File: src/hdl/gga_pkg.sv
// Package for the gated greedy track association block.
// Shared types, codes and helper functions; no dependencies.
package gga_pkg;

  // Default table sizes
  localparam int MAX_TRACKS_DEF       = 8;
  localparam int MAX_OBSERVATIONS_DEF = 8;

  // Request op codes
  localparam logic [1:0] OP_LOAD_TRACK = 2'd0;
  localparam logic [1:0] OP_LOAD_OBS   = 2'd1;
  localparam logic [1:0] OP_RUN        = 2'd2;

  // Result outcome codes
  localparam logic [1:0] OUTCOME_ASSOC = 2'd0;
  localparam logic [1:0] OUTCOME_SPAWN = 2'd1;
  localparam logic [1:0] OUTCOME_DROP  = 2'd2;

  // Object kinds
  localparam logic [1:0] KIND_LASER  = 2'd0;
  localparam logic [1:0] KIND_BALL   = 2'd1;
  localparam logic [1:0] KIND_MARKER = 2'd2;

  // Register indexes
  localparam logic [1:0] REG_GATE         = 2'd0;
  localparam logic [1:0] REG_LIMIT_LASER  = 2'd1;
  localparam logic [1:0] REG_LIMIT_BALL   = 2'd2;
  localparam logic [1:0] REG_LIMIT_MARKER = 2'd3;

  // Register reset values
  localparam logic [14:0] GATE_RST         = 15'd320;
  localparam logic [3:0]  LIMIT_LASER_RST  = 4'd1;
  localparam logic [3:0]  LIMIT_BALL_RST   = 4'd1;
  localparam logic [3:0]  LIMIT_MARKER_RST = 4'd8;

  typedef struct packed {
    logic [14:0] gate_distance;
    logic [3:0]  limit_laser;
    logic [3:0]  limit_ball;
    logic [3:0]  limit_marker;
  } cfg_t;

  typedef struct packed {
    logic [1:0]         op;
    logic [1:0]         kind;
    logic signed [15:0] pos_x;
    logic signed [15:0] pos_y;
    logic               accepting;
  } cmd_t;

  // Live-track limit for a kind; kind 3 has none allowed
  function automatic logic [3:0] kind_limit(input cfg_t c, input logic [1:0] k);
    logic [3:0] lim;
    unique case (k)
      KIND_LASER:  lim = c.limit_laser;
      KIND_BALL:   lim = c.limit_ball;
      KIND_MARKER: lim = c.limit_marker;
      default:     lim = 4'd0;
    endcase
    return lim;
  endfunction

endpackage

File: src/hdl/gga_if.sv
// Stream channel interfaces for the association block.
// Depends on nothing; payload widths are fixed by the item formats.
interface gga_in_if;
  logic               valid;
  logic               ready;
  logic [1:0]         op;
  logic [1:0]         kind;
  logic signed [15:0] pos_x;
  logic signed [15:0] pos_y;
  logic               accepting;

  modport source (output valid, op, kind, pos_x, pos_y, accepting, input ready);
  modport sink   (input valid, op, kind, pos_x, pos_y, accepting, output ready);
endinterface

interface gga_out_if;
  logic       valid;
  logic       ready;
  logic [2:0] obs_index;
  logic [1:0] outcome;
  logic [2:0] trk_slot;
  logic       last;

  modport source (output valid, obs_index, outcome, trk_slot, last, input ready);
  modport sink   (input valid, obs_index, outcome, trk_slot, last, output ready);
endinterface

File: src/hdl/gga_regs.sv
// APB-style configuration registers: gate radius and per-kind limits.
// Depends on gga_pkg.
module gga_regs (
  input  logic          clk,
  input  logic          rst_n,
  input  logic          cfg_psel,
  input  logic          cfg_penable,
  input  logic          cfg_pwrite,
  input  logic [3:0]    cfg_paddr,
  input  logic [31:0]   cfg_pwdata,
  output logic [31:0]   cfg_prdata,
  output logic          cfg_pready,
  output gga_pkg::cfg_t cfg
);
  import gga_pkg::*;

  cfg_t       cfg_r;
  logic [1:0] reg_idx;
  logic       wr_en;

  assign reg_idx    = cfg_paddr[3:2];
  assign wr_en      = cfg_psel && cfg_penable && cfg_pwrite;
  assign cfg_pready = 1'b1;
  assign cfg        = cfg_r;

  // Register writes
  always_ff @(posedge clk) begin
    if (!rst_n) begin
      cfg_r.gate_distance <= GATE_RST;
      cfg_r.limit_laser   <= LIMIT_LASER_RST;
      cfg_r.limit_ball    <= LIMIT_BALL_RST;
      cfg_r.limit_marker  <= LIMIT_MARKER_RST;
    end else if (wr_en) begin
      unique case (reg_idx)
        REG_GATE:         cfg_r.gate_distance <= cfg_pwdata[14:0];
        REG_LIMIT_LASER:  cfg_r.limit_laser   <= cfg_pwdata[3:0];
        REG_LIMIT_BALL:   cfg_r.limit_ball    <= cfg_pwdata[3:0];
        REG_LIMIT_MARKER: cfg_r.limit_marker  <= cfg_pwdata[3:0];
        default: ;
      endcase
    end
  end

  // Read mux
  always_comb begin
    unique case (reg_idx)
      REG_GATE:         cfg_prdata = {17'd0, cfg_r.gate_distance};
      REG_LIMIT_LASER:  cfg_prdata = {28'd0, cfg_r.limit_laser};
      REG_LIMIT_BALL:   cfg_prdata = {28'd0, cfg_r.limit_ball};
      REG_LIMIT_MARKER: cfg_prdata = {28'd0, cfg_r.limit_marker};
      default:          cfg_prdata = 32'd0;
    endcase
  end
endmodule

File: src/hdl/gga_front.sv
// Front end: accepts requests, drops unknown ops, queues the rest.
// Depends on gga_pkg and gga_in_if.
module gga_front (
  input  logic           clk,
  input  logic           rst_n,
  gga_in_if.sink         in_chan,
  output gga_pkg::cmd_t  q_cmd,
  output logic           q_valid,
  input  logic           q_pop
);
  import gga_pkg::*;

  localparam int QDEPTH = 2;

  cmd_t       q_mem_r [QDEPTH];
  logic       wr_ptr_r;
  logic       rd_ptr_r;
  logic [1:0] count_r;
  logic       push;
  logic       pop;
  cmd_t       in_cmd;

  assign in_cmd = '{op: in_chan.op, kind: in_chan.kind, pos_x: in_chan.pos_x,
                    pos_y: in_chan.pos_y, accepting: in_chan.accepting};

  assign in_chan.ready = (count_r != 2'(QDEPTH));
  // Op 3 is taken and discarded here
  assign push    = in_chan.valid && in_chan.ready &&
                   (in_chan.op == OP_LOAD_TRACK || in_chan.op == OP_LOAD_OBS ||
                    in_chan.op == OP_RUN);
  assign q_valid = (count_r != 2'd0);
  assign pop     = q_pop && q_valid;
  assign q_cmd   = q_mem_r[rd_ptr_r];

  // Queue storage
  always_ff @(posedge clk) begin
    if (push) q_mem_r[wr_ptr_r] <= in_cmd;
  end

  // Queue pointers
  always_ff @(posedge clk) begin
    if (!rst_n) begin
      wr_ptr_r <= 1'b0;
      rd_ptr_r <= 1'b0;
      count_r  <= 2'd0;
    end else begin
      if (push) wr_ptr_r <= ~wr_ptr_r;
      if (pop)  rd_ptr_r <= ~rd_ptr_r;
      count_r <= count_r + 2'(push) - 2'(pop);
    end
  end
endmodule

File: src/hdl/gga_engine.sv
// Back end: track/observation tables, greedy nearest-pair search,
// spawn decisions and result output. Depends on gga_pkg and gga_out_if.
module gga_engine #(
  parameter int MAX_TRACKS       = gga_pkg::MAX_TRACKS_DEF,
  parameter int MAX_OBSERVATIONS = gga_pkg::MAX_OBSERVATIONS_DEF
) (
  input  logic          clk,
  input  logic          rst_n,
  input  gga_pkg::cfg_t cfg,
  input  gga_pkg::cmd_t cmd,
  input  logic          cmd_valid,
  output logic          cmd_pop,
  gga_out_if.source     out_chan
);
  import gga_pkg::*;

  localparam int TW  = (MAX_TRACKS > 1) ? $clog2(MAX_TRACKS) : 1;
  localparam int OW  = (MAX_OBSERVATIONS > 1) ? $clog2(MAX_OBSERVATIONS) : 1;
  localparam int TCW = $clog2(MAX_TRACKS + 1);
  localparam int OCW = $clog2(MAX_OBSERVATIONS + 1);
  localparam int LCW = (TCW > 4) ? TCW : 4;
  localparam int SQW = 33;
  localparam int DW  = 34;
  localparam int GW  = 30;

  typedef enum logic [2:0] {ST_IDLE, ST_SCAN, ST_DRAIN, ST_SPAWN, ST_EMIT} state_t;

  state_t state_r;

  // Tables
  logic signed [15:0] trk_x_r    [MAX_TRACKS];
  logic signed [15:0] trk_y_r    [MAX_TRACKS];
  logic [1:0]         trk_kind_r [MAX_TRACKS];
  logic [MAX_TRACKS-1:0] trk_live_r;
  logic [MAX_TRACKS-1:0] trk_taken_r;
  logic [TCW-1:0]     trk_total_r;
  logic signed [15:0] obs_x_r    [MAX_OBSERVATIONS];
  logic signed [15:0] obs_y_r    [MAX_OBSERVATIONS];
  logic [1:0]         obs_kind_r [MAX_OBSERVATIONS];
  logic [MAX_OBSERVATIONS-1:0] obs_taken_r;
  logic [OCW-1:0]     obs_total_r;
  logic [1:0]         outcome_r  [MAX_OBSERVATIONS];
  logic [TW-1:0]      slot_r     [MAX_OBSERVATIONS];
  logic [TCW-1:0]     live_cnt_r [4];
  logic [TCW-1:0]     size_r;
  logic [GW-1:0]      gate_sq_r;

  // Scan counters and pipeline
  logic [TW-1:0]      t_r;
  logic [OW-1:0]      o_r;
  logic               s1_v_r, s2_v_r;
  logic [TW-1:0]      s1_t_r, s2_t_r;
  logic [OW-1:0]      s1_o_r, s2_o_r;
  logic signed [16:0] s1_dx_r, s1_dy_r;
  logic [SQW-1:0]     s2_sqx_r, s2_sqy_r;
  logic               found_r;
  logic [DW-1:0]      best_r;
  logic [TW-1:0]      bt_r;
  logic [OW-1:0]      bo_r;

  // Output register
  logic               out_valid_r;
  logic [2:0]         out_obs_r;
  logic [1:0]         out_outcome_r;
  logic [2:0]         out_track_r;
  logic               out_last_r;

  logic               elig;
  logic               o_wrap, t_wrap;
  logic [DW-1:0]      pair_dist;
  logic               hit;
  logic               found_clr;
  logic signed [33:0] prod_x, prod_y;
  logic [1:0]         sp_kind;
  logic               sp_ok;
  logic               out_load;
  logic [TW-1:0]      trk_wr_idx;
  logic [OW-1:0]      obs_wr_idx;

  assign trk_wr_idx = trk_total_r[TW-1:0];
  assign obs_wr_idx = obs_total_r[OW-1:0];

  // Pair eligibility at the issue point
  assign elig = trk_live_r[t_r] && !trk_taken_r[t_r] && !obs_taken_r[o_r] &&
                (trk_kind_r[t_r] == obs_kind_r[o_r]);
  assign o_wrap = (OCW'(o_r) + OCW'(1)) == obs_total_r;
  assign t_wrap = (TCW'(t_r) + TCW'(1)) == trk_total_r;

  // Squares of the coordinate differences
  assign prod_x = s1_dx_r * s1_dx_r;
  assign prod_y = s1_dy_r * s1_dy_r;

  // Distance, gate and running-minimum compare
  assign pair_dist = {1'b0, s2_sqx_r} + {1'b0, s2_sqy_r};
  assign hit  = s2_v_r && (pair_dist < DW'(gate_sq_r)) &&
                (!found_r || pair_dist < best_r);
  // pass winner is forgotten when idle and once the pass is committed
  assign found_clr = (state_r == ST_IDLE) ||
                     ((state_r == ST_DRAIN) && !s1_v_r && !s2_v_r);

  // Spawn test for the current observation
  assign sp_kind = obs_kind_r[o_r];
  assign sp_ok   = !obs_taken_r[o_r] && (size_r < TCW'(MAX_TRACKS)) &&
                   (LCW'(live_cnt_r[sp_kind]) < LCW'(kind_limit(cfg, sp_kind)));

  assign out_load = (state_r == ST_EMIT) && (!out_valid_r || out_chan.ready);
  assign cmd_pop  = (state_r == ST_IDLE) && cmd_valid;

  assign out_chan.valid     = out_valid_r;
  assign out_chan.obs_index = out_obs_r;
  assign out_chan.outcome   = out_outcome_r;
  assign out_chan.trk_slot  = out_track_r;
  assign out_chan.last      = out_last_r;

  // Sequencer, tables and output register
  always_ff @(posedge clk) begin
    if (!rst_n) begin
      state_r     <= ST_IDLE;
      trk_total_r <= '0;
      obs_total_r <= '0;
      trk_taken_r <= '0;
      obs_taken_r <= '0;
      for (int k = 0; k < 4; k++) live_cnt_r[k] <= '0;
      s1_v_r      <= 1'b0;
      s2_v_r      <= 1'b0;
      found_r     <= 1'b0;
      out_valid_r <= 1'b0;
    end else begin
      // pipeline advances every cycle
      s1_v_r   <= (state_r == ST_SCAN) && elig;
      s2_v_r   <= s1_v_r;
      s2_t_r   <= s1_t_r;
      s2_o_r   <= s1_o_r;
      s2_sqx_r <= prod_x[SQW-1:0];
      s2_sqy_r <= prod_y[SQW-1:0];
      if (hit) begin
        found_r <= 1'b1;
        best_r  <= pair_dist;
        bt_r    <= s2_t_r;
        bo_r    <= s2_o_r;
      end else if (found_clr) begin
        found_r <= 1'b0;
      end
      out_valid_r <= out_load || (out_valid_r && !out_chan.ready);

      unique case (state_r)
        ST_IDLE: begin
          if (cmd_valid) begin
            priority case (cmd.op)
              OP_LOAD_TRACK: begin
                if (trk_total_r < TCW'(MAX_TRACKS)) begin
                  trk_x_r[trk_wr_idx]    <= cmd.pos_x;
                  trk_y_r[trk_wr_idx]    <= cmd.pos_y;
                  trk_kind_r[trk_wr_idx] <= cmd.kind;
                  trk_live_r[trk_wr_idx] <= cmd.accepting;
                  trk_total_r            <= trk_total_r + TCW'(1);
                  if (cmd.accepting)
                    live_cnt_r[cmd.kind] <= live_cnt_r[cmd.kind] + TCW'(1);
                end
              end
              OP_LOAD_OBS: begin
                if (obs_total_r < OCW'(MAX_OBSERVATIONS)) begin
                  obs_x_r[obs_wr_idx]    <= cmd.pos_x;
                  obs_y_r[obs_wr_idx]    <= cmd.pos_y;
                  obs_kind_r[obs_wr_idx] <= cmd.kind;
                  obs_total_r            <= obs_total_r + OCW'(1);
                end
              end
              OP_RUN: begin
                gate_sq_r <= GW'({15'd0, cfg.gate_distance} * {15'd0, cfg.gate_distance});
                for (int k = 0; k < MAX_OBSERVATIONS; k++) begin
                  outcome_r[k] <= OUTCOME_DROP;
                  slot_r[k]    <= '0;
                end
                size_r  <= trk_total_r;
                t_r     <= '0;
                o_r     <= '0;
                if (trk_total_r != '0 && obs_total_r != '0) state_r <= ST_SCAN;
                else state_r <= ST_SPAWN;
              end
              default: ;
            endcase
          end
        end

        // one pair per cycle, track-major order
        ST_SCAN: begin
          s1_t_r  <= t_r;
          s1_o_r  <= o_r;
          s1_dx_r <= 17'(obs_x_r[o_r]) - 17'(trk_x_r[t_r]);
          s1_dy_r <= 17'(obs_y_r[o_r]) - 17'(trk_y_r[t_r]);
          if (o_wrap) begin
            o_r <= '0;
            if (t_wrap) state_r <= ST_DRAIN;
            else t_r <= t_r + TW'(1);
          end else begin
            o_r <= o_r + OW'(1);
          end
        end

        // let the pipeline empty, then commit the pass winner
        ST_DRAIN: begin
          if (!s1_v_r && !s2_v_r) begin
            o_r <= '0;
            if (found_r) begin
              trk_taken_r[bt_r] <= 1'b1;
              obs_taken_r[bo_r] <= 1'b1;
              outcome_r[bo_r]   <= OUTCOME_ASSOC;
              slot_r[bo_r]      <= bt_r;
              t_r               <= '0;
              state_r           <= ST_SCAN;
            end else begin
              state_r <= ST_SPAWN;
            end
          end
        end

        ST_SPAWN: begin
          if (obs_total_r == '0) begin
            // nothing to report: clear and return
            trk_total_r <= '0;
            trk_taken_r <= '0;
            obs_taken_r <= '0;
            for (int k = 0; k < 4; k++) live_cnt_r[k] <= '0;
            state_r <= ST_IDLE;
          end else begin
            if (sp_ok) begin
              outcome_r[o_r]      <= OUTCOME_SPAWN;
              slot_r[o_r]         <= size_r[TW-1:0];
              size_r              <= size_r + TCW'(1);
              live_cnt_r[sp_kind] <= live_cnt_r[sp_kind] + TCW'(1);
            end
            if (o_wrap) begin
              o_r     <= '0;
              state_r <= ST_EMIT;
            end else begin
              o_r <= o_r + OW'(1);
            end
          end
        end

        ST_EMIT: begin
          if (out_load) begin
            out_obs_r     <= 3'(o_r);
            out_outcome_r <= outcome_r[o_r];
            out_track_r   <= 3'(slot_r[o_r]);
            out_last_r    <= o_wrap;
            if (o_wrap) begin
              trk_total_r <= '0;
              obs_total_r <= '0;
              trk_taken_r <= '0;
              obs_taken_r <= '0;
              for (int k = 0; k < 4; k++) live_cnt_r[k] <= '0;
              state_r <= ST_IDLE;
            end else begin
              o_r <= o_r + OW'(1);
            end
          end
        end

        default: state_r <= ST_IDLE;
      endcase
    end
  end
endmodule

File: src/hdl/gated_greedy_track_association.sv
// Top level of the gated greedy track association block.
// Depends on gga_pkg, gga_if, gga_regs, gga_front and gga_engine.
//
// Usage:
//   in_chan carries requests: op 0 loads a track, op 1 loads an observation,
//   op 2 runs the association and clears both lists; op 3 is discarded.
//   Loads beyond the table sizes are ignored.
//   out_chan carries one result per observation after a run, in observation
//   order, with last set on the final one. A run with no observations gives
//   no results.
//   The cfg_ APB port sets the gate radius and per-kind live-track limits;
//   write it only while the block is idle.
// Timing:
//   Each pass of the search walks every pair of the T tracks and O
//   observations through a three-stage distance pipeline, one pair per cycle;
//   a run with M associations makes M + 1 passes.
//   A two-entry request queue lets loads arrive while a run is in progress.
// Reset clears the lists, the counts and the output register; registers
// return to their reset values. A stalled receiver holds the output
// register and stops the run at its result stage; the queue then fills.
module gated_greedy_track_association #(
  parameter int MAX_TRACKS       = gga_pkg::MAX_TRACKS_DEF,
  parameter int MAX_OBSERVATIONS = gga_pkg::MAX_OBSERVATIONS_DEF
) (
  input  logic        clk,
  input  logic        rst_n,
  gga_in_if.sink      in_chan,
  gga_out_if.source   out_chan,
  input  logic        cfg_psel,
  input  logic        cfg_penable,
  input  logic        cfg_pwrite,
  input  logic [3:0]  cfg_paddr,
  input  logic [31:0] cfg_pwdata,
  output logic [31:0] cfg_prdata,
  output logic        cfg_pready
);
  import gga_pkg::*;

  cfg_t cfg;
  cmd_t q_cmd;
  logic q_valid;
  logic q_pop;

  gga_regs u_regs (
    .clk, .rst_n, .cfg_psel, .cfg_penable, .cfg_pwrite, .cfg_paddr,
    .cfg_pwdata, .cfg_prdata, .cfg_pready, .cfg
  );

  gga_front u_front (
    .clk, .rst_n, .in_chan, .q_cmd, .q_valid, .q_pop
  );

  gga_engine #(
    .MAX_TRACKS       (MAX_TRACKS),
    .MAX_OBSERVATIONS (MAX_OBSERVATIONS)
  ) u_engine (
    .clk, .rst_n, .cfg, .cmd(q_cmd), .cmd_valid(q_valid), .cmd_pop(q_pop),
    .out_chan
  );
endmodule

File: src/flat_wrapper.sv
// flat-port wrapper written by rule: the top's interface ports become plain ports
module gated_greedy_track_association_flat import gga_pkg::*;
#(
  parameter int MAX_TRACKS       = gga_pkg::MAX_TRACKS_DEF,
  parameter int MAX_OBSERVATIONS = gga_pkg::MAX_OBSERVATIONS_DEF
)
  (clk, rst_n, cfg_psel, cfg_penable, cfg_pwrite, cfg_paddr, cfg_pwdata, cfg_prdata, cfg_pready, in_chan_valid, in_chan_op, in_chan_kind, in_chan_pos_x, in_chan_pos_y, in_chan_accepting, in_chan_ready, out_chan_valid, out_chan_obs_index, out_chan_outcome, out_chan_trk_slot, out_chan_last, out_chan_ready);
  gga_in_if in_chan_i ();
  gga_out_if out_chan_i ();
  input  logic clk;
  input  logic rst_n;
  input  logic cfg_psel;
  input  logic cfg_penable;
  input  logic cfg_pwrite;
  input  logic [3:0] cfg_paddr;
  input  logic [31:0] cfg_pwdata;
  output logic [31:0] cfg_prdata;
  output logic cfg_pready;
  input wire logic [$bits(in_chan_i.valid)-1:0] in_chan_valid;
  input wire logic [$bits(in_chan_i.op)-1:0] in_chan_op;
  input wire logic [$bits(in_chan_i.kind)-1:0] in_chan_kind;
  input wire logic [$bits(in_chan_i.pos_x)-1:0] in_chan_pos_x;
  input wire logic [$bits(in_chan_i.pos_y)-1:0] in_chan_pos_y;
  input wire logic [$bits(in_chan_i.accepting)-1:0] in_chan_accepting;
  output wire logic [$bits(in_chan_i.ready)-1:0] in_chan_ready;
  output wire logic [$bits(out_chan_i.valid)-1:0] out_chan_valid;
  output wire logic [$bits(out_chan_i.obs_index)-1:0] out_chan_obs_index;
  output wire logic [$bits(out_chan_i.outcome)-1:0] out_chan_outcome;
  output wire logic [$bits(out_chan_i.trk_slot)-1:0] out_chan_trk_slot;
  output wire logic [$bits(out_chan_i.last)-1:0] out_chan_last;
  input wire logic [$bits(out_chan_i.ready)-1:0] out_chan_ready;
  assign in_chan_i.valid = in_chan_valid;
  assign in_chan_i.op = in_chan_op;
  assign in_chan_i.kind = in_chan_kind;
  assign in_chan_i.pos_x = in_chan_pos_x;
  assign in_chan_i.pos_y = in_chan_pos_y;
  assign in_chan_i.accepting = in_chan_accepting;
  assign in_chan_ready = in_chan_i.ready;
  assign out_chan_valid = out_chan_i.valid;
  assign out_chan_obs_index = out_chan_i.obs_index;
  assign out_chan_outcome = out_chan_i.outcome;
  assign out_chan_trk_slot = out_chan_i.trk_slot;
  assign out_chan_last = out_chan_i.last;
  assign out_chan_i.ready = out_chan_ready;
  gated_greedy_track_association #(.MAX_TRACKS(MAX_TRACKS), .MAX_OBSERVATIONS(MAX_OBSERVATIONS)) u_core (.clk(clk), .rst_n(rst_n), .in_chan(in_chan_i), .out_chan(out_chan_i), .cfg_psel(cfg_psel), .cfg_penable(cfg_penable), .cfg_pwrite(cfg_pwrite), .cfg_paddr(cfg_paddr), .cfg_pwdata(cfg_pwdata), .cfg_prdata(cfg_prdata), .cfg_pready(cfg_pready));
endmodule
File: config.mk
export PLATFORM = sky130hd
export DESIGN_NAME = gated_greedy_track_association_flat
export DESIGN_NICKNAME = d
export VERILOG_FILES = /design/src/hdl/gga_pkg.sv /design/src/hdl/gga_if.sv /design/src/hdl/gga_regs.sv /design/src/hdl/gga_front.sv /design/src/hdl/gga_engine.sv /design/src/hdl/gated_greedy_track_association.sv /design/src/flat_wrapper.sv
export SDC_FILE = /design/constraint.sdc
export NUM_CORES = 2
export LEC_CHECK = 0
export ABC_AREA = 1
export BUFFER_PORTS_ARGS = -buffer_cell sky130_fd_sc_hd__clkbuf_2
export CAP_MARGIN = 20
export CORE_MARGIN = 2
export CORE_UTILIZATION = 40
export DETAILED_ROUTE_END_ITERATION = 7
export SYNTH_ARGS = -nofsm -noshare
export SYNTH_HDL_FRONTEND = slang
export SYNTH_SLANG_ARGS = --single-unit
File: constraint.sdc
create_clock -name clk -period 9.4 [get_ports clk]
set_clock_uncertainty 0.2 [all_clocks]
set_input_delay 0.47 -clock clk [delete_from_list [all_inputs] [get_ports clk]]
set_output_delay 0.47 -clock clk [all_outputs]
set_load 0.02 [all_outputs]
==> summary.md <==
| Metric | Value |
|---|---|
| Fill count | around 16000 |
| Congestion Overflow GR | 0 |
| Clock sinks | around 950 |
| Postcts setup bufs | 0 |
| First-pass detailed-route iteration total | 5 |
| Final hold vios | 0 |
| Number of flops mapped to enable cells by yosys | 872 |
| Max Freq | 0.144 GHz |
| Status | finished clean |
| WL/cell | 16.8 µm |
| Die height | 411 µm |
| Num ports | 124 |
| Die ar. | 169000 µm² |
| GPL Wtd Cong | between 0.8 and 0.9 |
| Max cap viols | 0 |
| Row count | 149 |
| Drt total wl | 149000 µm |
| Clock Path Buffers | 3 |
| Vias | 44051 |
| Diodes inserted | 0 |
| H-tree depth | 3 |
| Most frequent cell after synthesis | inv_1 |
| Maximum number of pins on one net before global-route repair | 81 |
| PostCTS Resize Cnt | 0 |
| Crit-path cells | nand2_1 -> inv_1 -> fa_1 -> inv_1 -> fa_1 -> inv_1 -> fa_1 -> fa_1 -> fa_1 -> inv_1 -> fa_1 -> inv_1 -> ha_1 -> nand2_1 -> nor2_1 -> nand4_1 -> o221ai_1 -> a21oi_1 -> nor2_1 -> nor2_1 -> xnor2_1 |
| Critical path's largest stage delay | 1.02 ns |
| Post-synth cell types | between 50 and 60 |
| Critical Path RT | 9.66 ns |
| Avg Cell Area, Syn | 10.2 µm² |
| Nets@finish | 7745 |
| RSZ-0062 raised after global routing | no |
| Critical path capture point type | flop |
| Cts hold-fix bufs | 63 |
| # DRC | 0 |
| WP data arrival | 7.18 ns |
| Crit Path Category | flop to flop |
| Top post-synthesis cells by count | inv_1 (1320), nand2_1 (880), edfxtp_1 (872) |
| Area Overhead vs Synth | 10.2% |
| Critical path's top delay family | adder cells |
| # setup viols final | 0 |
| Synth Register Bits | 949 |
| Initial DRC Count | 2740 |
| Die width | 411 µm |
| Number of global-route vias before repair | approximately 45000 |
| First-pass GRT wire length | between 200000 and 250000 µm |
| Reg clk slew, reported paths | 0.06 ns |
| Tmin final | 6.92 ns |
| Slew Viols, Final | 0 |
| Async S/R FF share, synth | 0 |
| Hold crit path type | input port to flop |
| Post-synth top area share | 0.395 |
| Ys flop type | edfxtp_1 |
| Core Region | 165000 µm² |
| Antenna violations before repair | 1 |
| Synth area leaders | edfxtp_1 (39%), fa_1 (20%), ha_1 (7.6%), inv_1 (7.5%), nand2_1 (5.0%) |
| Setup TNS | 0 ns |
| Initial Utilization | 0.402 |
| Number of port buffers | 86 |
| Relative slew slack | 0.313 |
| Gr usage total | 0.178 |
| Setup slack after layout | 2.48 ns |
| Clk root buf | clkbuf_16 |
| Area leader, netlist | edfxtp_1 |
| Layout cells sized above 1 | 0.0549 |
| Max FO, Critical Path | 19 |
| Gate Count Post-Synth | around 6500 |
| Final ANT Viol Nets | 0 |
| Worst slack, placed | 2.44 ns |
| TritonCTS clock tree | done |
| DP HPWL | roughly 110000 µm |
| Via density | about 5.0 |
| Setup crit start kind | flop |
| Worst skew pair latency | 0.75 ns |
| Post-synthesis sequential area ratio | 0.418 |
| Final Cycle Share | 0.736 |
| WP buf/inv | 5 |
| Worst path slowest cell | edfxtp_1 |
| Post-Syn Area | 66300 µm² |
| Crit path top cell by count | fa_1 |
| CTS buffer count | 101 |
| Synth Warn # | 0 |
| Worst-Margin Slew | 1.03 ns |
registers in the layout, summed over array words and instances, names as in the netlist, 27 cells and up, named ones only:
register and count:
u_core.u_engine.trk_y_r 128, u_core.u_engine.best_r 34, u_core.u_engine.gate_sq_r 29, u_core.u_engine.trk_x_r 128, u_core.u_engine.obs_x_r 128, u_core.u_engine.s2_sqx_r 32
u_core.u_regs.cfg 27, u_core.u_engine.obs_y_r 128, u_core.u_front.q_mem_r 74, u_core.u_engine.s2_sqy_r 32
worst register-to-register path, cell delays in order, from the launching register on:
cell	delay, ns
edfxtp_1	1.02
nand2_1	0.26
inv_1	0.14
fa_1	0.56
inv_1	0.15
fa_1	0.44
inv_1	0.35
fa_1	0.52
fa_1	0.51
fa_1	0.50
inv_1	0.05
fa_1	0.49
inv_1	0.05
ha_1	0.34
nand2_1	0.08
nor2_1	0.18
nand4_1	0.10
o221ai_1	0.34
a21oi_1	0.12
nor2_1	0.10
nor2_1	0.05
xnor2_1	0.11
cell families after synthesis:
| group | synth area share |
|---|---|
| xor+xnor | 0.0262 |
| simple gates | 0.105 |
| mux | 0.000151 |
| flops | 0.418 |
| buf+inv | 0.0904 |
| fa+ha+maj | 0.276 |
| compound gates | 0.0847 |
| other cells | 0.000113 |
area by class of cell:
type                       count  area, µm²  share of cell area
sequential                   949      27700               0.380
clock inverter                60        627             0.00858
multi-input combinational   4013      32800               0.448
tap                         2189       2740              0.0375
clock buffer                 127       2680              0.0366
inverter                    1330       5000              0.0684
timing repair buffer         206       1520              0.0208
stage by stage:
step / hold WS, ns / cell area [µm²] / utilization / std cells
detailed placement: 0.206 / 69100 / 0.419 / 8622
floorplan: 0.200 / 66400 / - / 6537
global placement: 0.201 / 69100 / 0.419 / 8622
global route: 0.104 / 73100 / 0.443 / 8874
finish: 0.0822 / 73100 / 0.443 / 8874
CTS: 0.0251 / 73000 / 0.443 / 8872
cells in the final DEF (no fill, tap or decap), types with 18 or more instances in the layout:
cell type / n
inv_1: 1318
nand2_1: 880
edfxtp_1: 872
fa_1: 661
nor2_1: 658
o21ai_0: 457
ha_1: 403
a21oi_1: 241
xor2_1: 124
clkbuf_16: 103
clkbuf_2: 85
o22ai_1: 82
xnor2_1: 74
dfxtp_1: 71
dlygate4sd3_1: 63
nand3_1: 62
buf_4: 56
a31oi_1: 46
o221ai_1: 36
nand4_1: 30
o21a_1: 30
nor3_1: 29
clkinv_1: 23
clkbuf_1: 23
nor4_1: 22
conb_1: 18
layer usage:
| layer | vias to the layer above | part of all wire | GRT usage |
|---|---|---|---|
| met3 | 214 | 0.047 | 0.0214 |
| met5 | - | 0 | 0 |
| met1 | 21735 | 0.43 | 0.230 |
| met4 | 0 | 0.020 | 0.0462 |
| li1 | 21124 | - | - |
| met2 | 978 | 0.51 | 0.317 |
path summary, 6_finish.rpt:
kind / start / end / slack, ns / cells after the start
worst min-delay path: cfg_penable / u_core.u_regs.cfg[8]$_SDFFE_PN1P_ / 0.08 / 5
worst min register to register: u_core.u_engine.s1_t_r[2]$_DFFE_PP_ / u_core.u_engine.s2_t_r[2]$_DFFE_PP_ / 0.22 / 0
worst max-delay path: u_core.u_engine.s1_dy_r[3]$_DFFE_PP_ / u_core.u_engine.s2_sqy_r[32]$_DFFE_PP_ / 2.48 / 21
worst max register to register: u_core.u_engine.s1_dy_r[3]$_DFFE_PP_ / u_core.u_engine.s2_sqy_r[32]$_DFFE_PP_ / 2.48 / 21
Power is left out: the tool's default activity adds up to more than one toggle a clock period on the data nets, which glitch-free logic cannot reach.
